[config.mk]
export PLATFORM = sky130hd
export DESIGN_NAME = oblivious_tree_leaf_mobius_transform
export DESIGN_NICKNAME = d
export VERILOG_FILES = /design/src/rtl/core/otlmt_pkg.sv /design/src/rtl/core/otlmt_front.sv /design/src/rtl/core/otlmt_queue.sv /design/src/rtl/core/otlmt_back.sv /design/src/rtl/core/oblivious_tree_leaf_mobius_transform.sv
export VERILOG_INCLUDE_DIRS = /design/src /design/src/rtl/core
export SDC_FILE = /design/constraint.sdc
export NUM_CORES = 2
export LEC_CHECK = 0
export BUFFER_PORTS_ARGS = -buffer_cell sky130_fd_sc_hd__buf_2
export CORE_ASPECT_RATIO = 1.2
export CORE_MARGIN = 5
export CORE_UTILIZATION = 30
export CTS_CLUSTER_SIZE = 12
export DETAILED_ROUTE_END_ITERATION = 12
export PLACE_DENSITY_LB_ADDON = 0.1
export SETUP_SLACK_MARGIN = 0.15
export SKIP_CTS_REPAIR_TIMING = 1
export SLEW_MARGIN = 20
export SYNTH_ARGS = -nofsm -noshare
export SYNTH_HDL_FRONTEND = slang
export SYNTH_SLANG_ARGS = --single-unit
[constraint.sdc]
create_clock -name i_clk -period 19.1 [get_ports i_clk]
set_clock_uncertainty 0.2 [all_clocks]
set_input_delay 0 -clock i_clk [delete_from_list [all_inputs] [get_ports i_clk]]
set_output_delay 0 -clock i_clk [all_outputs]
set_load 0.02 [all_outputs]
[src/rtl/core/oblivious_tree_leaf_mobius_transform_macros.svh]
// ----------------------------------------------------------------------------
// Oblivious tree leaf Moebius transform: assertion macros
// Concurrent checks that fold away in synthesis builds.
// ----------------------------------------------------------------------------
`ifndef OBLIVIOUS_TREE_LEAF_MOBIUS_TRANSFORM_MACROS_SVH
`define OBLIVIOUS_TREE_LEAF_MOBIUS_TRANSFORM_MACROS_SVH

`ifndef SYNTHESIS

`define OTLMT_ASSERT_IMPLY(lbl, clk, rst_n, ante, cons) \
    lbl: assert property (@(posedge clk) disable iff (!rst_n) (ante) |-> (cons)) \
        else $error("same-cycle check failed");

`define OTLMT_ASSERT_NEXT(lbl, clk, rst_n, ante, cons) \
    lbl: assert property (@(posedge clk) disable iff (!rst_n) (ante) |=> (cons)) \
        else $error("next-cycle check failed");

`else

`define OTLMT_ASSERT_IMPLY(lbl, clk, rst_n, ante, cons)

`define OTLMT_ASSERT_NEXT(lbl, clk, rst_n, ante, cons)

`endif

`endif

[src/rtl/core/otlmt_pkg.sv]
// ----------------------------------------------------------------------------
// Oblivious tree leaf Moebius transform: package
// Shared widths, reset values and the leaf request queue entry.
// ----------------------------------------------------------------------------
package otlmt_pkg;

    localparam int LEAF_W         = 32;
    localparam int IDX_W          = 6;
    localparam int COEF_W         = 38;
    localparam int DEPTH_W        = 3;
    localparam int MAX_DEPTH_DEF  = 6;

    localparam logic [DEPTH_W-1:0] TREE_DEPTH_RST = 3'd6;

    typedef struct packed {
        logic signed [LEAF_W-1:0] value;
        logic [IDX_W-1:0]         index;
        logic                     last;
    } t_leaf_ent;

endpackage

[src/rtl/core/otlmt_front.sv]
// ----------------------------------------------------------------------------
// Oblivious tree leaf Moebius transform: front end
// Accepts leaf requests, tags each with its slot index and last-leaf flag.
// ----------------------------------------------------------------------------
module otlmt_front #(
    parameter int MAX_DEPTH = otlmt_pkg::MAX_DEPTH_DEF
) (
    input  logic                                i_clk,
    input  logic                                i_rst_n,
    input  logic [otlmt_pkg::DEPTH_W-1:0]       i_eff_depth,
    input  logic                                i_cfg_we,
    input  logic                                i_leaf_valid,
    input  logic signed [otlmt_pkg::LEAF_W-1:0] i_leaf_value,
    output logic                                o_leaf_ready,
    input  logic                                i_q_full,
    output logic                                o_push,
    output otlmt_pkg::t_leaf_ent                o_ent
);

    localparam int AW = MAX_DEPTH;
    localparam int IW = otlmt_pkg::IDX_W;

    logic [AW:0] r_cnt;
    logic [AW:0] n_cnt;
    logic [AW:0] w_count;
    logic [AW:0] w_cnt_inc;
    logic        w_last;

    assign w_count      = (AW+1)'(1) << i_eff_depth;
    assign w_cnt_inc    = r_cnt + (AW+1)'(1);
    assign w_last       = (w_cnt_inc == w_count);
    assign o_leaf_ready = !i_q_full;
    assign o_push       = i_leaf_valid && !i_q_full;

    assign o_ent.value = i_leaf_value;
    assign o_ent.index = IW'(r_cnt[AW-1:0]);
    assign o_ent.last  = w_last;

    always_comb begin
        n_cnt = r_cnt;
        if (i_cfg_we) begin
            n_cnt = '0;
        end else if (o_push) begin
            n_cnt = w_last ? '0 : w_cnt_inc;
        end
    end

    always_ff @(posedge i_clk) begin
        if (!i_rst_n) begin
            r_cnt <= '0;
        end else begin
            r_cnt <= n_cnt;
        end
    end

endmodule

[src/rtl/core/otlmt_queue.sv]
// ----------------------------------------------------------------------------
// Oblivious tree leaf Moebius transform: request queue
// Two-entry FIFO between the front end and the transform engine.
// ----------------------------------------------------------------------------
module otlmt_queue (
    input  logic                 i_clk,
    input  logic                 i_rst_n,
    input  logic                 i_push,
    input  otlmt_pkg::t_leaf_ent i_ent,
    input  logic                 i_pop,
    output logic                 o_full,
    output logic                 o_valid,
    output otlmt_pkg::t_leaf_ent o_ent
);

    otlmt_pkg::t_leaf_ent r_slot [2];
    logic                 r_wr_ptr;
    logic                 r_rd_ptr;
    logic [1:0]           r_cnt;

    assign o_full  = (r_cnt == 2'd2);
    assign o_valid = (r_cnt != 2'd0);
    assign o_ent   = r_slot[r_rd_ptr];

    always_ff @(posedge i_clk) begin
        if (i_push) begin
            r_slot[r_wr_ptr] <= i_ent;
        end
    end

    always_ff @(posedge i_clk) begin
        if (!i_rst_n) begin
            r_wr_ptr <= 1'b0;
            r_rd_ptr <= 1'b0;
            r_cnt    <= 2'd0;
        end else begin
            if (i_push) begin
                r_wr_ptr <= !r_wr_ptr;
            end
            if (i_pop) begin
                r_rd_ptr <= !r_rd_ptr;
            end
            if (i_push && !i_pop) begin
                r_cnt <= r_cnt + 2'd1;
            end else if (i_pop && !i_push) begin
                r_cnt <= r_cnt - 2'd1;
            end
        end
    end

endmodule

[src/rtl/core/otlmt_back.sv]
// ----------------------------------------------------------------------------
// Oblivious tree leaf Moebius transform: transform engine
// Loads leaves into the value store, runs the subtract butterfly passes
// one pair per cycle and streams coefficients out through a read
// register and an output register.
module otlmt_back #(
    parameter int MAX_DEPTH = otlmt_pkg::MAX_DEPTH_DEF
) (
    input  logic                                i_clk,
    input  logic                                i_rst_n,
    input  logic [otlmt_pkg::DEPTH_W-1:0]       i_eff_depth,
    input  logic                                i_q_valid,
    input  otlmt_pkg::t_leaf_ent                i_ent,
    output logic                                o_pop,
    output logic                                o_coef_valid,
    input  logic                                i_coef_ready,
    output logic [otlmt_pkg::IDX_W-1:0]         o_monomial_index,
    output logic signed [otlmt_pkg::COEF_W-1:0] o_coefficient,
    output logic                                o_last_coefficient
);

    localparam int AW   = MAX_DEPTH;
    localparam int NENT = 1 << AW;
    localparam int CW   = otlmt_pkg::LEAF_W + AW;
    localparam int IW   = otlmt_pkg::IDX_W;
    localparam int OW   = otlmt_pkg::COEF_W;
    localparam int DW   = otlmt_pkg::DEPTH_W;

    typedef enum logic [1:0] {
        S_LOAD,
        S_XFORM,
        S_DRAIN,
        S_EMIT
    } t_state;

    logic signed [CW-1:0] r_mem [NENT];
    logic signed [CW-1:0] r_rd_a;
    logic signed [CW-1:0] r_rd_b;

    t_state               r_state;
    logic [DW-1:0]        r_pass;
    logic [AW-1:0]        r_step;
    logic [AW-1:0]        r_k;
    logic                 r_iss_done;
    logic                 r_p1_vld;
    logic [AW-1:0]        r_p1_addr;
    logic                 r_rd_vld;
    logic [AW-1:0]        r_rd_idx;
    logic                 r_rd_last;
    logic                 r_out_vld;
    logic [AW-1:0]        r_out_idx;
    logic signed [CW-1:0] r_out_coef;
    logic                 r_out_last;

    logic [AW:0]          w_count;
    logic [AW-1:0]        w_cnt_m1;
    logic [AW-1:0]        w_half_m1;
    logic [DW-1:0]        w_depth_m1;
    logic [AW-1:0]        w_bit;
    logic [AW-1:0]        w_mask;
    logic [AW-1:0]        w_lo;
    logic [AW-1:0]        w_hi;
    logic signed [CW-1:0] w_diff;
    logic                 w_out_free;
    logic                 w_issue;
    logic                 w_we;
    logic [AW-1:0]        w_waddr;
    logic signed [CW-1:0] w_wdata;
    logic                 w_re;
    logic [AW-1:0]        w_raddr_a;

    assign w_count    = (AW+1)'(1) << i_eff_depth;
    assign w_cnt_m1   = AW'(w_count - (AW+1)'(1));
    assign w_half_m1  = w_count[AW:1] - AW'(1);
    assign w_depth_m1 = i_eff_depth - DW'(1);

    assign w_bit  = AW'(1) << r_pass;
    assign w_mask = w_bit - AW'(1);
    assign w_lo   = ((r_step & ~w_mask) << 1) | (r_step & w_mask);
    assign w_hi   = w_lo | w_bit;
    assign w_diff = r_rd_a - r_rd_b;

    assign o_pop      = (r_state == S_LOAD) && i_q_valid;
    assign w_out_free = !r_out_vld || i_coef_ready;
    assign w_issue    = (r_state == S_EMIT) && !r_iss_done && (!r_rd_vld || w_out_free);

    assign w_we      = o_pop || r_p1_vld;
    assign w_waddr   = r_p1_vld ? r_p1_addr : i_ent.index[AW-1:0];
    assign w_wdata   = r_p1_vld ? w_diff : CW'(i_ent.value);
    assign w_re      = (r_state == S_XFORM) || w_issue;
    assign w_raddr_a = (r_state == S_XFORM) ? w_hi : r_k;

    always_ff @(posedge i_clk) begin
        if (w_we) begin
            r_mem[w_waddr] <= w_wdata;
        end
        if (w_re) begin
            r_rd_a <= r_mem[w_raddr_a];
            r_rd_b <= r_mem[w_lo];
        end
    end

    always_ff @(posedge i_clk) begin
        if (!i_rst_n) begin
            r_state    <= S_LOAD;
            r_pass     <= '0;
            r_step     <= '0;
            r_k        <= '0;
            r_iss_done <= 1'b0;
            r_p1_vld   <= 1'b0;
            r_rd_vld   <= 1'b0;
            r_out_vld  <= 1'b0;
        end else begin
            r_p1_vld  <= (r_state == S_XFORM);
            r_p1_addr <= w_hi;

            unique case (r_state)
                S_LOAD: begin
                    if (o_pop && i_ent.last) begin
                        r_pass     <= '0;
                        r_step     <= '0;
                        r_k        <= '0;
                        r_iss_done <= 1'b0;
                        r_state    <= (i_eff_depth == '0) ? S_EMIT : S_XFORM;
                    end
                end
                S_XFORM: begin
                    if (r_step == w_half_m1) begin
                        r_step  <= '0;
                        r_state <= S_DRAIN;
                    end else begin
                        r_step <= r_step + AW'(1);
                    end
                end
                S_DRAIN: begin
                    if (r_pass == w_depth_m1) begin
                        r_state <= S_EMIT;
                    end else begin
                        r_pass  <= r_pass + DW'(1);
                        r_state <= S_XFORM;
                    end
                end
                S_EMIT: begin
                    if (w_issue) begin
                        if (r_k == w_cnt_m1) begin
                            r_iss_done <= 1'b1;
                        end else begin
                            r_k <= r_k + AW'(1);
                        end
                    end
                    if (r_iss_done && !r_rd_vld) begin
                        r_state <= S_LOAD;
                    end
                end
                default: begin
                    r_state <= S_LOAD;
                end
            endcase

            if (w_issue) begin
                r_rd_vld  <= 1'b1;
                r_rd_idx  <= r_k;
                r_rd_last <= (r_k == w_cnt_m1);
            end else if (w_out_free) begin
                r_rd_vld <= 1'b0;
            end

            if (w_out_free) begin
                r_out_vld <= r_rd_vld;
                if (r_rd_vld) begin
                    r_out_idx  <= r_rd_idx;
                    r_out_coef <= r_rd_a;
                    r_out_last <= r_rd_last;
                end
            end
        end
    end

    assign o_coef_valid       = r_out_vld;
    assign o_monomial_index   = IW'(r_out_idx);
    assign o_coefficient      = OW'(r_out_coef);
    assign o_last_coefficient = r_out_last;

endmodule

[src/rtl/core/oblivious_tree_leaf_mobius_transform.sv]
// Operation: a tree of 2^d leaves loads at one leaf per cycle while leaves are queued,
// then takes d subtract passes, then streams 2^d coefficients at one per cycle while
// i_coef_ready is high. The load, transform and emit phases run one after another, so
// a new tree is not loaded until the previous tree has been read out of the store.
// Reset: depth register returns to 6, leaf count and queue clear; store is not cleared.
// ----------------------------------------------------------------------------
// Oblivious tree leaf Moebius transform: top level
// Depth register, front end, request queue and transform engine.
// ----------------------------------------------------------------------------
`include "oblivious_tree_leaf_mobius_transform_macros.svh"

module oblivious_tree_leaf_mobius_transform #(
    parameter int MAX_DEPTH = otlmt_pkg::MAX_DEPTH_DEF
) (
    input  logic                                i_clk,
    input  logic                                i_rst_n,
    input  logic                                i_cfg_we,
    input  logic [otlmt_pkg::DEPTH_W-1:0]       i_cfg_wdata,
    input  logic                                i_leaf_valid,
    output logic                                o_leaf_ready,
    input  logic signed [otlmt_pkg::LEAF_W-1:0] i_leaf_value,
    output logic                                o_coef_valid,
    input  logic                                i_coef_ready,
    output logic [otlmt_pkg::IDX_W-1:0]         o_monomial_index,
    output logic signed [otlmt_pkg::COEF_W-1:0] o_coefficient,
    output logic                                o_last_coefficient
);

    localparam int DW = otlmt_pkg::DEPTH_W;
    localparam int IW = otlmt_pkg::IDX_W;

    logic [DW-1:0]        r_tree_depth;
    logic [DW-1:0]        w_eff_depth;
    logic [IW:0]          w_count;
    logic [IW-1:0]        w_last_idx;
    logic                 w_push;
    logic                 w_pop;
    logic                 w_q_full;
    logic                 w_q_valid;
    otlmt_pkg::t_leaf_ent w_front_ent;
    otlmt_pkg::t_leaf_ent w_back_ent;

    always_ff @(posedge i_clk) begin
        if (!i_rst_n) begin
            r_tree_depth <= otlmt_pkg::TREE_DEPTH_RST;
        end else if (i_cfg_we) begin
            r_tree_depth <= i_cfg_wdata;
        end
    end

    assign w_eff_depth = (r_tree_depth > DW'(MAX_DEPTH)) ? DW'(MAX_DEPTH) : r_tree_depth;
    assign w_count     = (IW+1)'(1) << w_eff_depth;
    assign w_last_idx  = IW'(w_count - (IW+1)'(1));

    otlmt_front #(
        .MAX_DEPTH (MAX_DEPTH)
    ) u_front (
        .i_clk        (i_clk),
        .i_rst_n      (i_rst_n),
        .i_eff_depth  (w_eff_depth),
        .i_cfg_we     (i_cfg_we),
        .i_leaf_valid (i_leaf_valid),
        .i_leaf_value (i_leaf_value),
        .o_leaf_ready (o_leaf_ready),
        .i_q_full     (w_q_full),
        .o_push       (w_push),
        .o_ent        (w_front_ent)
    );

    otlmt_queue u_queue (
        .i_clk   (i_clk),
        .i_rst_n (i_rst_n),
        .i_push  (w_push),
        .i_ent   (w_front_ent),
        .i_pop   (w_pop),
        .o_full  (w_q_full),
        .o_valid (w_q_valid),
        .o_ent   (w_back_ent)
    );

    otlmt_back #(
        .MAX_DEPTH (MAX_DEPTH)
    ) u_back (
        .i_clk              (i_clk),
        .i_rst_n            (i_rst_n),
        .i_eff_depth        (w_eff_depth),
        .i_q_valid          (w_q_valid),
        .i_ent              (w_back_ent),
        .o_pop              (w_pop),
        .o_coef_valid       (o_coef_valid),
        .i_coef_ready       (i_coef_ready),
        .o_monomial_index   (o_monomial_index),
        .o_coefficient      (o_coefficient),
        .o_last_coefficient (o_last_coefficient)
    );

    `OTLMT_ASSERT_IMPLY(a_last_at_top_index, i_clk, i_rst_n, o_coef_valid && o_last_coefficient, o_monomial_index == w_last_idx)
    `OTLMT_ASSERT_NEXT(a_index_advances, i_clk, i_rst_n, o_coef_valid && i_coef_ready && !o_last_coefficient, !o_coef_valid || (o_monomial_index == $past(o_monomial_index) + IW'(1)))
    `OTLMT_ASSERT_NEXT(a_new_tree_at_zero, i_clk, i_rst_n, o_coef_valid && i_coef_ready && o_last_coefficient, !o_coef_valid || (o_monomial_index == '0))

endmodule
==> results.sh <==
export IMPL_status="completed"
export IMPL_coreArea_um2=411600
export IMPL_crit_buf_inv=5
export IMPL_fin_crit_sh_pct=37.11
export IMPL_multi_input_area_um2=41730
export IMPL_nNetsFinal=8487
export IMPL_worst_path_max_fanout=54
export IMPL_fin_hold_ws_ns=0.1433
export IMPL_arrival_ns=7.67
export IMPL_drive_gt1_share_pct=17.62
export IMPL_synth_warnings=0
export IMPL_yosysTopAreaCellShare_pct=64.07
export IMPL_placed_cells=13460
export IMPL_path_class="register to register"
export IMPL_synth_async_reset_ratio_pct=0
export IMPL_grt_ovfl_total=0
export IMPL_cp_common_cell="buf_4"
export IMPL_syn_nets=8426
export IMPL_min_period_ns=7.087
export IMPL_power_mw=21.09
export IMPL_worst_ep_required_time_ns=19.68
export IMPL_setup_slack_ns=12.01
export IMPL_critPathLaunch="u_back.r_pass[0]"
export IMPL_drt_iter0_markers=9556
export IMPL_maxSlewViolCount=0
export IMPL_hp_start="i_leaf_value[4]"
export IMPL_power_per_cell_area_nw_per_um2=148.4
export IMPL_numCtsBuffers=303
export IMPL_critPathMaxStageDelay_ns=0.88
export IMPL_gp_congestion=0.7967
export IMPL_die_area_um2=426100
export IMPL_min_to="u_queue.r_slot[1][11]"
export IMPL_p_comb_share_pct=36.1
export IMPL_power_internal_mw=13.44
export IMPL_antenna_found_initial=31
export IMPL_worst_path_max_delay_cell="buf_4"
export IMPL_clkTransAtPathRegs_ns=0.06
export IMPL_grt_pass1_wl_mm=704.0
export IMPL_hold_viol_final=0
export IMPL_rrSetupSlack_ns=12.01
export IMPL_dp_hpwl_mm=282.4
export IMPL_vias=83790
export IMPL_syn_inst=8328
export IMPL_wirelength_mm=518.3
export IMPL_viasPerCell=5.953
export IMPL_leakage_nw=44.99
export IMPL_area_delta_synth_final_pct=14.67
export IMPL_cts_tree="done"
export IMPL_regArea_um2=80120
export IMPL_clockPowerShare_pct=27.1
export IMPL_root_buffer="clkbuf_16"
export IMPL_fp_dieW_um=596.7
export IMPL_syn_cell_area_um2=123900
export IMPL_switching_share_pct=36.28
export IMPL_worstMarginPinSlew_ns=1.212
export IMPL_reg2reg_to="u_back.r_rd_b[36]"
export IMPL_synth_top_area_cell="edfxtp_1"
export IMPL_maxSlewHeadroom_pct=18.18
export IMPL_reg2reg_depth=16
export IMPL_synthFlopType="edfxtp_1"
export IMPL_ios=87
export IMPL_synthDistinctLibCells=78
export IMPL_synthTopCellsByArea="edfxtp_1 64%, mux4_2 11%, mux2i_1 4.9%, nand2_1 4.2%, a311oi_1 3.2%"
export IMPL_insertion_delay_ns=0.95
export IMPL_finalNonFillerCells=14080
export IMPL_postPlaceCellArea_um2=131800
export IMPL_critPathTopFamily="buffers and inverters"
export IMPL_fin_util_pct=34.52
export IMPL_synth_seq_cells=2680
export IMPL_fill_cells=39340
export IMPL_wl_per_cell_um=36.82
export IMPL_setup_violations=0
export IMPL_grt_pass1_vias=83170
export IMPL_worstHoldPathCells=3
export IMPL_synth_edf_count=2644
export IMPL_drt_pass1_iterations=6
export IMPL_fmax_ghz=0.1411
export IMPL_cp_start_kind="register"
export IMPL_grt_usage_pct=23.45
export IMPL_clock_path_buffers=4
export IMPL_hold_class="primary input to register"
export IMPL_setup_tns_ns=0
export IMPL_cts_sinks=2680
export IMPL_rows=258
export IMPL_worstSetupEndpointType="register"
export IMPL_drc=0
export IMPL_r2r_start="u_back.r_pass[0]"
export IMPL_initial_utilization_pct=30.11
export IMPL_final_area_um2=142100
export IMPL_yosysSeqAreaShare_pct=64.65
export IMPL_dp_slack_ns=12.18
export IMPL_syn_avg_cell_area_um2=14.88
export IMPL_p_sw_mw=7.651
export IMPL_die_h_um=714.1
export IMPL_numPortBuffers=86
export IMPL_rsz0062_at_grt="false"
export IMPL_ant_nets=0
export IMPL_drv_cap=0
export IMPL_ir_drop_uv=159.3
export IMPL_p_seq_share_pct=36.8
export IMPL_cts_htree_levels=5
export IMPL_crit_chain="inv_1, ha_1, nand2b_1, ha_1, nand2b_1, o21a_4, buf_4, buf_4, buf_4, buf_4, o22ai_1, a311oi_1, nor3_1, a211oi_1, nor3_1, a31oi_1"
export IMPL_grt_max_degree=119
-- cell usage after synthesis, drive strengths merged, types with 124 or more instances --
master / count
edfxtp: 2644
nand2: 1375
o22ai: 611
mux4: 608
mux2i: 602
a311oi: 457
clkbuf: 448
buf: 250
a21oi: 211
a31oi: 205
nor2: 129
nor3: 124
-- power groups by stage --
stage	combinational, mW	sequential, mW	clock (mW)
floorplan	4.88	7.83	0
global placement	7.59	7.88	0
detailed placement	7.64	7.88	0
CTS	7.65	7.76	5.85
global route	8.08	7.78	6.08
finish	7.61	7.77	5.71
-- sequential cells by signal (all words and copies together) (netlist names), 7 cells and up, named ones only --
name	count
u_back.o_coefficient	38
u_back.r_mem	2432
u_back.r_rd_a	38
u_back.r_rd_b	38
u_front.r_cnt	7
u_queue.r_slot	78
-- worst register-to-register path: stages, from the launching register on --
cell and delay, ns:
dfxtp_1 0.37, inv_1 0.11, ha_1 0.33, nand2b_1 0.15, ha_1 0.36, nand2b_1 0.32
o21a_4 0.67, buf_4 0.81, buf_4 0.90, buf_4 0.70, buf_4 0.62, o22ai_1 0.16
a311oi_1 0.32, nor3_1 0.08, a211oi_1 0.44, nor3_1 0.16, a31oi_1 0.22
-- logic make-up (layout without fill, tap and decap cells) --
kind of cell / after synthesis / count (layout) / share of synthesized area (%)
xor gates and xnor gates: 61 / 61 / 0.4311
and+or+nand+nor: 1763 / 1763 / 5.740
adders and majority gates: 58 / 58 / 0.5917
buffers and inverters: 763 / 1046 / 2.531
other: 0 / 5 / 0
DFF: 2680 / 2680 / 64.65
muxes: 1217 / 1217 / 15.98
AOI/OAI and AO/OA: 1786 / 1786 / 10.08
-- cells in the final DEF, fill, tap and decap left out, types with 8 or more instances in the layout --
| cell type | n |
|---|---|
| clkinv_8 | 8 |
| inv_1 | 63 |
| clkbuf_16 | 316 |
| buf_4 | 254 |
| a311oi_1 | 457 |
| buf_2 | 86 |
| nand2b_1 | 16 |
| dfxtp_1 | 34 |
| or3_1 | 8 |
| mux4_2 | 608 |
| o21a_1 | 9 |
| mux2i_1 | 601 |
| clkbuf_1 | 64 |
| nand2_1 | 1374 |
| a21o_1 | 17 |
| ha_1 | 57 |
| dlygate4sd3_1 | 85 |
| nor2b_1 | 24 |
| and3_1 | 12 |
| buf_12 | 26 |
| a21oi_1 | 204 |
| inv_6 | 9 |
| o21ai_0 | 23 |
| bufinv_16 | 17 |
| edfxtp_1 | 2644 |
| nor3_1 | 121 |
| o22ai_1 | 609 |
| nand4_1 | 13 |
| a31oi_1 | 203 |
| xnor2_1 | 30 |
| nand3_1 | 26 |
| nor2_4 | 66 |
| o21ai_4 | 18 |
| clkinv_2 | 44 |
| a211oi_1 | 90 |
| o311ai_0 | 75 |
| nor2_1 | 63 |
| clkinv_1 | 66 |
| xor2_1 | 31 |
-- layout make-up --
class	instances	share of cell area [%]
sequential	2680	56.38
clock inverter	147	0.8700
multi-input combinational	4885	29.37
antenna	5	0.008805
inverter	65	0.1717
clock buffer	380	5.734
tap	5460	4.808
timing repair buffer	454	2.657
-- worst max path at each step --
stage,to,cells after the start
after floorplan,u_back.r_mem[0][37],9
after global placement,u_back.r_rd_b[19],16
after detailed placement,u_back.r_rd_b[36],16
after CTS,u_back.r_rd_b[36],16
after global routing,u_back.r_rd_b[26],16
final,u_back.r_rd_b[36],16
-- routing by layer --
layer  share of wire (%)  GRT usage (%)  vias up
met3                 7.6          4.069      826
met2                  47          37.78     4202
met5              0.0089              0        -
li1                    -              -    34060
met4                 3.8          7.972        6
met1                  42          32.08    44700
Note: power is estimated with default switching activity, not from simulation.
